<file path="src/rtl/rbt_pkg.sv">
// Shared types, constants and helper functions of the reconnect backoff table.
// Depends on nothing; the top level of the block imports it.
package rbt_pkg;

  localparam int unsigned PEER_SLOTS      = 16;
  localparam int unsigned MAX_INTERVALS   = 4;
  localparam int unsigned RESULT_LIMIT    = 16;
  localparam int unsigned DEFAULT_DELAY_S = 30;
  localparam int unsigned MS_PER_S        = 1000;

  localparam int unsigned TIME_W     = 40;
  localparam int unsigned SLOT_W     = 4;
  localparam int unsigned KIND_W     = 3;
  localparam int unsigned OUTCOME_W  = 2;
  localparam int unsigned STATUS_W   = 4;
  localparam int unsigned ATT_W      = 8;
  localparam int unsigned QSIZE_W    = 5;
  localparam int unsigned DELAY_W    = 16;
  localparam int unsigned DELAY_MS_W = 26;
  localparam int unsigned IVL_IDX_W  = 2;
  localparam int unsigned CFG_IDX_W  = 3;
  localparam int unsigned CFG_DATA_W = 64;

  typedef enum logic [KIND_W-1:0] {
    KIND_SCHEDULE = 3'd0,
    KIND_MARK     = 3'd1,
    KIND_POLL     = 3'd2,
    KIND_OUTCOME  = 3'd3,
    KIND_REMOVE   = 3'd4,
    KIND_CLEAR    = 3'd5
  } kind_e;

  typedef enum logic [OUTCOME_W-1:0] {
    OUT_ALREADY    = 2'd0,
    OUT_PEER_LIMIT = 2'd1,
    OUT_CONNECTED  = 2'd2,
    OUT_FAILED     = 2'd3
  } outcome_e;

  typedef enum logic [STATUS_W-1:0] {
    STS_SCHEDULED   = 4'd0,
    STS_INACTIVE    = 4'd1,
    STS_SUPPRESSED  = 4'd2,
    STS_ALREADY     = 4'd3,
    STS_MARKED      = 4'd4,
    STS_DUE         = 4'd5,
    STS_NONE_DUE    = 4'd6,
    STS_RECONNECTED = 4'd7,
    STS_NOT_QUEUED  = 4'd8,
    STS_SKIPPED     = 4'd9,
    STS_RESCHEDULED = 4'd10,
    STS_DROPPED     = 4'd11,
    STS_CLEARED     = 4'd12,
    STS_REMOVED     = 4'd13
  } status_e;

  typedef enum logic [CFG_IDX_W-1:0] {
    CFG_RECONNECT_ENABLED = 3'd0,
    CFG_CLIENT_RUNNING    = 3'd1,
    CFG_STABLE_THRESHOLD  = 3'd2,
    CFG_STABLE_FIRST      = 3'd3,
    CFG_ATTEMPT_LIMIT     = 3'd4,
    CFG_INTERVAL_COUNT    = 3'd5,
    CFG_INTERVALS_PACKED  = 3'd6
  } cfg_idx_e;

  typedef struct packed {
    logic [KIND_W-1:0]    kind;
    logic [SLOT_W-1:0]    peer_slot;
    logic [TIME_W-1:0]    time_ms;
    logic [TIME_W-1:0]    connect_start_ms;
    logic [OUTCOME_W-1:0] outcome;
  } req_t;

  typedef struct packed {
    logic [SLOT_W-1:0]   slot;
    logic [STATUS_W-1:0] status;
    logic [ATT_W-1:0]    attempts;
    logic [QSIZE_W-1:0]  queue_size;
    logic                last;
  } res_t;

  typedef struct packed {
    logic [TIME_W-1:0] deadline_ms;
    logic              stable;
    logic [ATT_W-1:0]  attempts;
  } entry_t;

  function automatic logic [DELAY_W-1:0] delay_sel(
    input logic [ATT_W-1:0]      att,
    input logic                  stable,
    input logic [DELAY_W-1:0]    first_s,
    input logic [CFG_IDX_W-1:0]  count,
    input logic [CFG_DATA_W-1:0] ivl_word
  );
    logic [CFG_IDX_W-1:0] n;
    logic [ATT_W-1:0]     idx;
    logic [DELAY_W-1:0]   d;
    n   = (count > CFG_IDX_W'(MAX_INTERVALS)) ? CFG_IDX_W'(MAX_INTERVALS) : count;
    idx = '0;
    if (att == '0 && stable) begin
      d = first_s;
    end else if (n == '0) begin
      d = DELAY_W'(DEFAULT_DELAY_S);
    end else begin
      idx = (att < ATT_W'(n)) ? att : ATT_W'(n - CFG_IDX_W'(1));
      d   = ivl_word[{idx[IVL_IDX_W-1:0], 4'd0} +: DELAY_W];
    end
    return d;
  endfunction

  function automatic logic [TIME_W-1:0] deadline_sum(
    input logic [TIME_W-1:0]     now,
    input logic [DELAY_MS_W-1:0] delay_ms
  );
    logic [TIME_W:0] s;
    s = {1'b0, now} + (TIME_W+1)'(delay_ms);
    return s[TIME_W] ? '1 : s[TIME_W-1:0];
  endfunction

endpackage

</file>
<file path="src/rtl/rbt_ram.sv">
// Generic single-port-write, single-port-read RAM with a registered read.
// Depends on nothing; holds the per-slot entries of the backoff table.
module rbt_ram #(
  parameter int unsigned Width = 8,
  parameter int unsigned Depth = 16,
  localparam int unsigned AddrW = (Depth > 1) ? $clog2(Depth) : 1
) (
  input  logic             clk_i,
  input  logic             we_i,
  input  logic [AddrW-1:0] waddr_i,
  input  logic [Width-1:0] wdata_i,
  input  logic [AddrW-1:0] raddr_i,
  output logic [Width-1:0] rdata_o
);

  logic [Width-1:0] mem_q [Depth];
  logic [Width-1:0] rdata_q;

  always_ff @(posedge clk_i) begin
    if (we_i) begin
      mem_q[waddr_i] <= wdata_i;
    end
  end

  always_ff @(posedge clk_i) begin
    rdata_q <= mem_q[raddr_i];
  end

  assign rdata_o = rdata_q;

endmodule

</file>
<file path="src/rtl/reconnect_backoff_table_unit.sv">
// Top level of the reconnect backoff table: control sequencer, flag bits and poll scan.
// Depends on rbt_pkg and on rbt_ram, which holds deadline, stable flag and attempts.
//
// A request is taken at a rising edge with start high and busy low; its fields arrive
// on req_i. Each result appears on res_o for exactly one cycle, marked by res_strobe_o,
// and the final result of a request carries last. The receiver cannot stall, so results
// are never held back. Schedule, mark, outcome, remove and clear requests, and polls
// while inactive, read the slot entry, compute the deadline in three register stages
// RD, MUL and WR, and give one registered result; busy is high through these stages.
// Requests of an unused kind give no result. An active poll sweeps the entry RAM one
// slot per cycle, stopping at RESULT_LIMIT due results; due results stream out during
// the sweep, the last one when busy falls. The single read port of the entry RAM sets
// the length of the sweep. Configuration is written through cfg_we_i, cfg_idx_i and
// cfg_data_i; the user must do so only while busy is low, which the block does not
// enforce. Reset clears all valid, mark and attempt bits at once; no clearing pass is
// needed, and a request can be taken in the first cycle after reset.
module reconnect_backoff_table_unit import rbt_pkg::*; #(
  parameter int unsigned PeerSlots = PEER_SLOTS,
  localparam int unsigned SlotW = (PeerSlots > 1) ? $clog2(PeerSlots) : 1,
  localparam int unsigned CntW  = $clog2(PeerSlots + 1)
) (
  input  logic                  clk_i,
  input  logic                  rst_ni,
  input  logic                  start,
  output logic                  busy,
  input  req_t                  req_i,
  output logic                  res_strobe_o,
  output res_t                  res_o,
  input  logic                  cfg_we_i,
  input  logic [CFG_IDX_W-1:0]  cfg_idx_i,
  input  logic [CFG_DATA_W-1:0] cfg_data_i
);

  localparam logic [2:0] S_IDLE  = 3'd0;
  localparam logic [2:0] S_RD    = 3'd1;
  localparam logic [2:0] S_MUL   = 3'd2;
  localparam logic [2:0] S_WR    = 3'd3;
  localparam logic [2:0] S_SCAN  = 3'd4;
  localparam logic [2:0] S_FLUSH = 3'd5;

  logic [2:0] state_q, state_d;

  logic                  enabled_q, running_q;
  logic [DELAY_W-1:0]    thr_q, first_q;
  logic [ATT_W-1:0]      limit_q;
  logic [CFG_IDX_W-1:0]  ivl_cnt_q;
  logic [CFG_DATA_W-1:0] ivl_word_q;

  logic [PeerSlots-1:0] valid_q, valid_d;
  logic [PeerSlots-1:0] mark_q, mark_d;
  logic [PeerSlots-1:0] att_ok_q, att_ok_d;
  logic [CntW-1:0]      count_q, count_d;

  req_t                  req_q;
  entry_t                ent_q;
  logic [TIME_W-1:0]     dur_q, dur_d;
  logic [DELAY_MS_W-1:0] thr_ms_q, thr_ms_d;
  logic [ATT_W-1:0]      att_cur_q, att_cur_d;
  logic [ATT_W-1:0]      att_new_q, att_new_d;
  logic                  stable_q, stable_d;
  logic [DELAY_MS_W-1:0] delay_ms_q, delay_ms_d;

  logic [CntW-1:0]    rd_idx_q, rd_idx_d;
  logic               cmp_vld_q, cmp_vld_d;
  logic [SlotW-1:0]   cmp_idx_q, cmp_idx_d;
  logic [QSIZE_W-1:0] found_q, found_d;
  logic               pend_vld_q, pend_vld_d;
  res_t               pend_q, pend_d;

  logic res_strobe_q, res_strobe_d;
  res_t res_q, res_d;

  logic             accept, active, in_range, issuing, due;
  logic [SlotW-1:0] slot_idx, ram_raddr;
  logic             ram_we;
  entry_t           ram_wdata, ram_rdata;
  logic [TIME_W-1:0] deadline;
  res_t             wr_res, cur_res;
  logic             cur_valid, cur_mark;

  assign accept   = start && (state_q == S_IDLE);
  assign busy     = (state_q != S_IDLE);
  assign active   = enabled_q && running_q;
  assign slot_idx = SlotW'(req_q.peer_slot);
  assign in_range = (32'(req_q.peer_slot) < PeerSlots);
  assign cur_valid = valid_q[slot_idx];
  assign cur_mark  = mark_q[slot_idx];
  assign ram_raddr = (state_q == S_SCAN) ? rd_idx_q[SlotW-1:0] : SlotW'(req_i.peer_slot);

  rbt_ram #(
    .Width($bits(entry_t)),
    .Depth(PeerSlots)
  ) u_entry_ram (
    .clk_i  (clk_i),
    .we_i   (ram_we),
    .waddr_i(slot_idx),
    .wdata_i(ram_wdata),
    .raddr_i(ram_raddr),
    .rdata_o(ram_rdata)
  );

  always_ff @(posedge clk_i or negedge rst_ni) begin
    if (!rst_ni) begin
      enabled_q  <= 1'b1;
      running_q  <= 1'b1;
      thr_q      <= DELAY_W'(60);
      first_q    <= DELAY_W'(2);
      limit_q    <= ATT_W'(10);
      ivl_cnt_q  <= CFG_IDX_W'(4);
      ivl_word_q <= '0;
    end else if (cfg_we_i) begin
      unique case (cfg_idx_i)
        CFG_RECONNECT_ENABLED: enabled_q  <= cfg_data_i[0];
        CFG_CLIENT_RUNNING:    running_q  <= cfg_data_i[0];
        CFG_STABLE_THRESHOLD:  thr_q      <= cfg_data_i[DELAY_W-1:0];
        CFG_STABLE_FIRST:      first_q    <= cfg_data_i[DELAY_W-1:0];
        CFG_ATTEMPT_LIMIT:     limit_q    <= cfg_data_i[ATT_W-1:0];
        CFG_INTERVAL_COUNT:    ivl_cnt_q  <= cfg_data_i[CFG_IDX_W-1:0];
        CFG_INTERVALS_PACKED:  ivl_word_q <= cfg_data_i;
        default: begin
        end
      endcase
    end
  end

  always_comb begin
    dur_d    = (req_q.time_ms >= req_q.connect_start_ms) ?
               (req_q.time_ms - req_q.connect_start_ms) : '0;
    thr_ms_d = DELAY_MS_W'(thr_q) * DELAY_MS_W'(MS_PER_S);
  end

  always_comb begin
    logic [ATT_W-1:0] att_sel;
    att_cur_d = att_ok_q[slot_idx] ? ent_q.attempts : '0;
    att_new_d = (att_cur_d == '1) ? att_cur_d : att_cur_d + ATT_W'(1);
    stable_d  = (req_q.kind == KIND_SCHEDULE) ? (dur_q >= TIME_W'(thr_ms_q)) : ent_q.stable;
    att_sel   = (req_q.kind == KIND_SCHEDULE) ? '0 : att_new_d;
    delay_ms_d = DELAY_MS_W'(delay_sel(att_sel, stable_d, first_q, ivl_cnt_q, ivl_word_q))
                 * DELAY_MS_W'(MS_PER_S);
  end

  assign deadline = deadline_sum(req_q.time_ms, delay_ms_q);

  always_comb begin
    valid_d   = valid_q;
    mark_d    = mark_q;
    att_ok_d  = att_ok_q;
    count_d   = count_q;
    ram_we    = 1'b0;
    ram_wdata = '{deadline_ms: deadline, stable: stable_q, attempts: att_new_q};
    wr_res    = '{slot: req_q.peer_slot, status: STS_NOT_QUEUED, attempts: att_cur_q,
                  queue_size: '0, last: 1'b1};
    if (req_q.kind == KIND_POLL) begin
      wr_res.slot     = '0;
      wr_res.status   = STS_INACTIVE;
      wr_res.attempts = '0;
    end else if (req_q.kind == KIND_CLEAR) begin
      valid_d  = '0;
      mark_d   = '0;
      att_ok_d = '0;
      count_d  = '0;
      wr_res.slot     = '0;
      wr_res.status   = STS_CLEARED;
      wr_res.attempts = '0;
    end else if (!in_range) begin
      wr_res.attempts = '0;
    end else if (req_q.kind == KIND_SCHEDULE) begin
      if (!active) begin
        wr_res.status = STS_INACTIVE;
      end else if (cur_mark) begin
        mark_d[slot_idx] = 1'b0;
        wr_res.status    = STS_SUPPRESSED;
      end else if (cur_valid) begin
        wr_res.status = STS_ALREADY;
      end else begin
        valid_d[slot_idx]  = 1'b1;
        att_ok_d[slot_idx] = 1'b1;
        count_d            = count_q + CntW'(1);
        ram_we             = 1'b1;
        ram_wdata.attempts = '0;
        wr_res.status      = STS_SCHEDULED;
        wr_res.attempts    = '0;
      end
    end else if (req_q.kind == KIND_MARK) begin
      mark_d[slot_idx] = 1'b1;
      wr_res.status    = STS_MARKED;
    end else if (!cur_valid) begin
      wr_res.status = STS_NOT_QUEUED;
    end else if (req_q.kind == KIND_REMOVE) begin
      valid_d[slot_idx] = 1'b0;
      count_d           = count_q - CntW'(1);
      wr_res.status     = STS_REMOVED;
    end else if (req_q.outcome == OUT_ALREADY || req_q.outcome == OUT_CONNECTED) begin
      valid_d[slot_idx] = 1'b0;
      count_d           = count_q - CntW'(1);
      wr_res.status     = STS_RECONNECTED;
    end else if (req_q.outcome == OUT_PEER_LIMIT) begin
      wr_res.status = STS_SKIPPED;
    end else begin
      ram_we          = 1'b1;
      wr_res.attempts = att_new_q;
      if (att_new_q >= limit_q) begin
        valid_d[slot_idx] = 1'b0;
        count_d           = count_q - CntW'(1);
        wr_res.status     = STS_DROPPED;
      end else begin
        wr_res.status = STS_RESCHEDULED;
      end
    end
    wr_res.queue_size = QSIZE_W'(count_d);
    if (state_q != S_WR) begin
      valid_d  = valid_q;
      mark_d   = mark_q;
      att_ok_d = att_ok_q;
      count_d  = count_q;
      ram_we   = 1'b0;
    end
  end

  assign issuing = (state_q == S_SCAN) && (rd_idx_q < CntW'(PeerSlots)) &&
                   (found_q < QSIZE_W'(RESULT_LIMIT));
  assign due     = (state_q == S_SCAN) && cmp_vld_q && valid_q[cmp_idx_q] &&
                   (req_q.time_ms >= ram_rdata.deadline_ms) &&
                   (found_q < QSIZE_W'(RESULT_LIMIT));

  always_comb begin
    cur_res = '{slot: SLOT_W'(cmp_idx_q), status: STS_DUE,
                attempts: att_ok_q[cmp_idx_q] ? ram_rdata.attempts : '0,
                queue_size: QSIZE_W'(count_q), last: 1'b0};
  end

  always_comb begin
    state_d      = state_q;
    rd_idx_d     = rd_idx_q;
    cmp_vld_d    = 1'b0;
    cmp_idx_d    = rd_idx_q[SlotW-1:0];
    found_d      = found_q;
    pend_vld_d   = pend_vld_q;
    pend_d       = pend_q;
    res_strobe_d = 1'b0;
    res_d        = res_q;
    unique case (state_q)
      S_IDLE: begin
        if (accept) begin
          rd_idx_d   = '0;
          found_d    = '0;
          pend_vld_d = 1'b0;
          if (req_i.kind > KIND_CLEAR) begin
            state_d = S_IDLE;
          end else if (req_i.kind == KIND_POLL && active) begin
            state_d = S_SCAN;
          end else begin
            state_d = S_RD;
          end
        end
      end
      S_RD:  state_d = S_MUL;
      S_MUL: state_d = S_WR;
      S_WR: begin
        res_strobe_d = 1'b1;
        res_d        = wr_res;
        state_d      = S_IDLE;
      end
      S_SCAN: begin
        cmp_vld_d = issuing;
        if (issuing) begin
          rd_idx_d = rd_idx_q + CntW'(1);
        end
        if (due) begin
          if (pend_vld_q) begin
            res_strobe_d = 1'b1;
            res_d        = pend_q;
          end
          pend_d     = cur_res;
          pend_vld_d = 1'b1;
          found_d    = found_q + QSIZE_W'(1);
        end
        if (!issuing || found_d == QSIZE_W'(RESULT_LIMIT)) begin
          state_d = S_FLUSH;
        end
      end
      S_FLUSH: begin
        res_strobe_d = 1'b1;
        if (pend_vld_q) begin
          res_d      = pend_q;
          res_d.last = 1'b1;
        end else begin
          res_d = '{slot: '0, status: STS_NONE_DUE, attempts: '0,
                    queue_size: QSIZE_W'(count_q), last: 1'b1};
        end
        pend_vld_d = 1'b0;
        state_d    = S_IDLE;
      end
      default: state_d = S_IDLE;
    endcase
  end

  always_ff @(posedge clk_i or negedge rst_ni) begin
    if (!rst_ni) begin
      state_q      <= S_IDLE;
      valid_q      <= '0;
      mark_q       <= '0;
      att_ok_q     <= '0;
      count_q      <= '0;
      rd_idx_q     <= '0;
      cmp_vld_q    <= 1'b0;
      found_q      <= '0;
      pend_vld_q   <= 1'b0;
      res_strobe_q <= 1'b0;
    end else begin
      state_q      <= state_d;
      valid_q      <= valid_d;
      mark_q       <= mark_d;
      att_ok_q     <= att_ok_d;
      count_q      <= count_d;
      rd_idx_q     <= rd_idx_d;
      cmp_vld_q    <= cmp_vld_d;
      found_q      <= found_d;
      pend_vld_q   <= pend_vld_d;
      res_strobe_q <= res_strobe_d;
    end
  end

  always_ff @(posedge clk_i) begin
    if (accept) begin
      req_q <= req_i;
    end
    if (state_q == S_RD) begin
      ent_q    <= ram_rdata;
      dur_q    <= dur_d;
      thr_ms_q <= thr_ms_d;
    end
    if (state_q == S_MUL) begin
      att_cur_q  <= att_cur_d;
      att_new_q  <= att_new_d;
      stable_q   <= stable_d;
      delay_ms_q <= delay_ms_d;
    end
    cmp_idx_q <= cmp_idx_d;
    pend_q    <= pend_d;
    res_q     <= res_d;
  end

  assign res_strobe_o = res_strobe_q;
  assign res_o        = res_q;

  a_count_matches: assert property (@(posedge clk_i) disable iff (!rst_ni)
    count_q == CntW'($countones(valid_q)))
    else $error("queue count differs from the number of valid entries");

  a_single_latency: assert property (@(posedge clk_i) disable iff (!rst_ni)
    (start && !busy && req_i.kind == KIND_SCHEDULE) |-> ##4 (res_strobe_o && res_o.last))
    else $error("schedule request did not complete with a final result");

  a_pend_in_scan: assert property (@(posedge clk_i) disable iff (!rst_ni)
    pend_vld_q |-> (state_q == S_SCAN || state_q == S_FLUSH))
    else $error("held poll result outside a sweep");

  a_found_bound: assert property (@(posedge clk_i) disable iff (!rst_ni)
    found_q <= QSIZE_W'(RESULT_LIMIT))
    else $error("poll found more results than allowed");

endmodule
</file>
<file path="config.mk">
export PLATFORM = sky130hd
export DESIGN_NAME = reconnect_backoff_table_unit
export DESIGN_NICKNAME = d
export VERILOG_FILES = /design/src/rtl/rbt_pkg.sv /design/src/rtl/rbt_ram.sv /design/src/rtl/reconnect_backoff_table_unit.sv
export SDC_FILE = /design/constraint.sdc
export NUM_CORES = 2
export LEC_CHECK = 0
export BUFFER_PORTS_ARGS = -buffer_cell sky130_fd_sc_hd__buf_2
export CORE_MARGIN = 2
export CORE_UTILIZATION = 40
export DETAILED_ROUTE_END_ITERATION = 8
export PLACE_DENSITY = 0.67
export SYNTH_ARGS = -nofsm -noshare
export SYNTH_HDL_FRONTEND = slang
export SYNTH_SLANG_ARGS = --single-unit
</file>
<file path="constraint.sdc">
create_clock -name clk_i -period 12.2 [get_ports clk_i]
set_clock_uncertainty 0.2 [all_clocks]
set_input_delay 2.44 -clock clk_i [delete_from_list [all_inputs] [get_ports clk_i]]
set_output_delay 2.44 -clock clk_i [all_outputs]
set_load 0.03 [all_outputs]
</file>
==> summary.txt <==
CTS
  • Clock Latency Late Sink: 0.73 ns
  • Root buffer cell: clkbuf_16
  • # clock sinks: ~1,300
  • Number of H-tree levels: 3
  • Clk slew on worst S/H paths: 0.06 ns
  • CTS tree: built
  • CTS resizes: 0
  • # Post-CTS Setup Buffers: 0
  • Hold buffer count at CTS: 0
  • CTS buffer count: 115
  • Worst-case clock buffer depth: 3

Setup path
  • Worst Path Max Fanout: 27
  • Slowest Stage Delay on Critical Path: 1.04 ns
  • Crit Path Category: reg -> reg
  • WP data arrival: 11.12 ns
  • Crit path capture type: flop
  • Slowest-stage cell, CP: edfxtp_1
  • Worst reg2reg path startpoint: slot_idx[1]$_DFFE_PP_
  • Critical Path Most Common Cell: fa_1
  • CP Launch Type: flop
  • R2r endpoint: delay_ms_q[22]$_DFFE_PP_
  • Critical Path Start: slot_idx[1]$_DFFE_PP_
  • R2R setup slack: between 1 and 1.5 ns
  • R2r worst-path depth: 30
  • Worst endpoint required time: between 10 and 15 ns

Timing
  • Max_slew headroom: between 10% and 20%
  • Fmax: 0.0922 GHz
  • Setup Viol. Count Final: 0
  • Unrepaired setup endpoints after global routing: false
  • Slew Viols, Final: 0
  • Tcrit/Tclk final: 88.9%
  • Final hold vios: 0
  • Worst Tran Pin Value: 1.21 ns
  • Final min period: 10.85 ns
  • TNS Setup: 0 ns

Finish
  • Area delta synth->final: 12.2%
  • Share of layout cells above drive strength 1: 19.2%
  • Net total in the final layout: 4,666
  • Commonest non-fill, non-tap cell in the layout: edfxtp_1
  • Non-filler cells, final: 6,163
  • Ant. Diodes: 0
  • Commonest cells after routing, fill and taps aside: edfxtp_1, inv_1, ha_1

Global routing
  • Vias in the first global route: 34,682
  • Grt ovf: 0
  • Pin count of the biggest net entering global routing: 90
  • Initial antenna violation count: 3
  • Aggregate global-route resource usage: 19.0%
  • First-pass GRT wire length: 217 mm

Power and ir drop
  • Static Leak: roughly 24 nW
  • Peak supply drop: 0.543 mV
  • Pwr dens: 303 nW/um^2

Synthesis
  • Post-Syn Area: about 60,000 sq um
  • Ys flop type: edfxtp_1
  • Post-synth net total: 4,456
  • Flops & latches, synth: 1,255
  • Post-synth EDFFs: a little over 1,000
  • Post-synth ARST share: between 10% and 20%
  • Cells after Synth: a little under 4,000
  • Sequential fraction of the synthesis area: 61.6%
  • Post-synthesis cell type count: 93
  • Post-Syn Area per Cell: between 10 and 15 sq um
  • Syn. warnings: 0

Worst hold path
  • Hold Path Cell Cnt: 0
  • Hold Path End: ent_q[8]$_DFFE_PP_
  • Worst min path class: reg -> reg
  • HP Start: u_entry_ram.rdata_o[8]$_DFF_P_

Route
  • Routed WL per cell: 23.4 microns
  • Drt via density: 5.63
  • Drt initial violations: 3,193
  • DR DRC count: 0
  • 1st-pass router iterations: 6
  • Routed vias: 34,706
  • Final ANT Viol Nets: 0
  • Drt total wl: 144 mm

Floorplan
  • Ports: between 150 and 200
  • Die width: 388 microns
  • Initial Util: 40.4%
  • Die area: 150,000 sq um
  • Die height: 388 microns
  • Row count: 140
  • Core area: 146,000 sq um

Placement
  • Inst Count DP: about 5,900
  • Routability Congestion: 0.946
  • IO Port Bufs: 183
  • DP HPWL: 92.3 mm

Run
  • Max cap viols: 0

Outcome
  • Status: completed
logic make-up after synthesis:
kind of cell             after synthesis  share of synthesized area (%)
multiplexers                         369                           11.2
buffers and inverters                402                           2.71
AO/OA/AOI/OAI                        667                           7.64
adder cells (fa/ha/maj)              358                           9.00
flip-flops                          1255                           61.6
AND/OR/NAND/NOR                      805                           6.67
XOR/XNOR                              82                           1.22
how the worst max path moves through the flow:
stage                          endpoint  slack (ns)  cells past startpoint
6_report       delay_ms_q[22]$_DFFE_PP_        1.35                     30
5_1_grt        delay_ms_q[24]$_DFFE_PP_        0.71                     30
4_1_cts        delay_ms_q[22]$_DFFE_PP_        1.37                     30
3_5_place_dp   delay_ms_q[22]$_DFFE_PP_        1.43                     30
3_3_place_gp   delay_ms_q[22]$_DFFE_PP_        1.62                     30
2_1_floorplan  delay_ms_q[22]$_DFFE_PP_        2.75                     32
cell type report:
class / instances / area (sq um)
fillers: 12597 / 79800
well taps: 1917 / 2400
flip-flops and latches: 1255 / 36300
repair buffers: 241 / 1380
inverters: 254 / 953
multi-input cells: 2281 / 21300
clock buffers: 156 / 3210
clock inverters: 59 / 613
metal layers:
layer  part of all wire, %  global-route usage, %  up-vias
met2                    49                   31.7     1245
met4                   3.3                   6.65        2
li1                      -                      -    15440
met1                    41                   25.5    17820
met5                0.0090                      0        -
met3                   6.5                   2.50      199
cells in the mapped netlist (8+ instances only):
library cell / count / area (sq um)
inv_1: 252 / 946
dfxtp_1: 53 / 1060
and2_1: 73 / 457
fa_1: 110 / 2200
o21a_1: 36 / 270
o21bai_1: 12 / 90.1
or2_2: 10 / 62.6
mux4_2: 221 / 4980
a21o_1: 82 / 616
edfxtp_1: 1024 / 30700
clkbuf_1: 104 / 390
and4_1: 8 / 70.1
nand2b_1: 32 / 200
dfrtp_1: 168 / 4200
ha_1: 248 / 3100
mux2_2: 105 / 1180
a22o_1: 23 / 201
nor2b_1: 29 / 181
nor3b_1: 12 / 90.1
xnor2_1: 50 / 438
and3_1: 24 / 150
or3_1: 16 / 100
dfstp_2: 10 / 263
o211ai_1: 21 / 158
a211oi_1: 68 / 510
xor2_1: 32 / 280
nand3_1: 47 / 235
a21oi_1: 126 / 631
o31ai_1: 14 / 105
nor2_1: 196 / 736
buf_1: 8 / 30.0
o221ai_1: 12 / 105
buf_2: 29 / 145
o221a_1: 9 / 101
a31oi_1: 68 / 425
nor3_1: 42 / 210
nand2_1: 247 / 927
or4_1: 12 / 90.1
mux2i_1: 41 / 410
o21ai_0: 124 / 621
nand4_1: 27 / 169
metrics by stage:
step | util (%) | setup slack (ns) | cell area, sq um | total power [mW] | hold WS (ns)
floorplan | - | 2.75 | 58900 | 13.7 | 0.186
global placement | 42.7 | 1.62 | 62300 | 16.3 | 0.190
detailed placement | 42.7 | 1.43 | 62300 | 16.4 | 0.192
CTS | 45.3 | 1.37 | 66100 | 20.1 | 0.206
global route | 45.3 | 0.713 | 66100 | 21.4 | 0.221
finish | 45.3 | 1.35 | 66100 | 20.0 | 0.208
registers in the layout, summed over array words and instances (netlist names), 4 cells and up:
register / cells
count_q: 5
rd_idx_q: 5
ivl_word_q: 64
res_o: 22
slot_idx: 4
thr_ms_q: 23
valid_q: 16
u_entry_ram.mem_q: 784
att_ok_q: 16
att_cur_q: 8
req_q: 85
limit_q: 8
cmp_idx_q: 4
mark_q: 16
dur_q: 40
att_new_q: 8
ent_q: 9
pend_q: 17
found_q: 5
delay_ms_q: 23
first_q: 16
u_entry_ram.rdata_o: 49
thr_q: 16
critical path, delay by kind of cell (launching register included):
kind,cells,cell delay (ns)
compound gates,8,3.23
xor+xnor,1,0.08
fa+ha+maj,7,3.02
buf+inv,2,0.11
flops,1,1.04
mux,4,1.61
simple gates,8,1.26
power by group:
group / internal [mW] / total (mW) / switching [mW]
Sequential: 6.17 / 6.57 / 0.402
Combinational: 3.99 / 9.80 / 5.81
Clock: 2.03 / 3.63 / 1.61
Total: 12.2 / 20.0 / 7.82
Power figures use the tool's default switching activity.
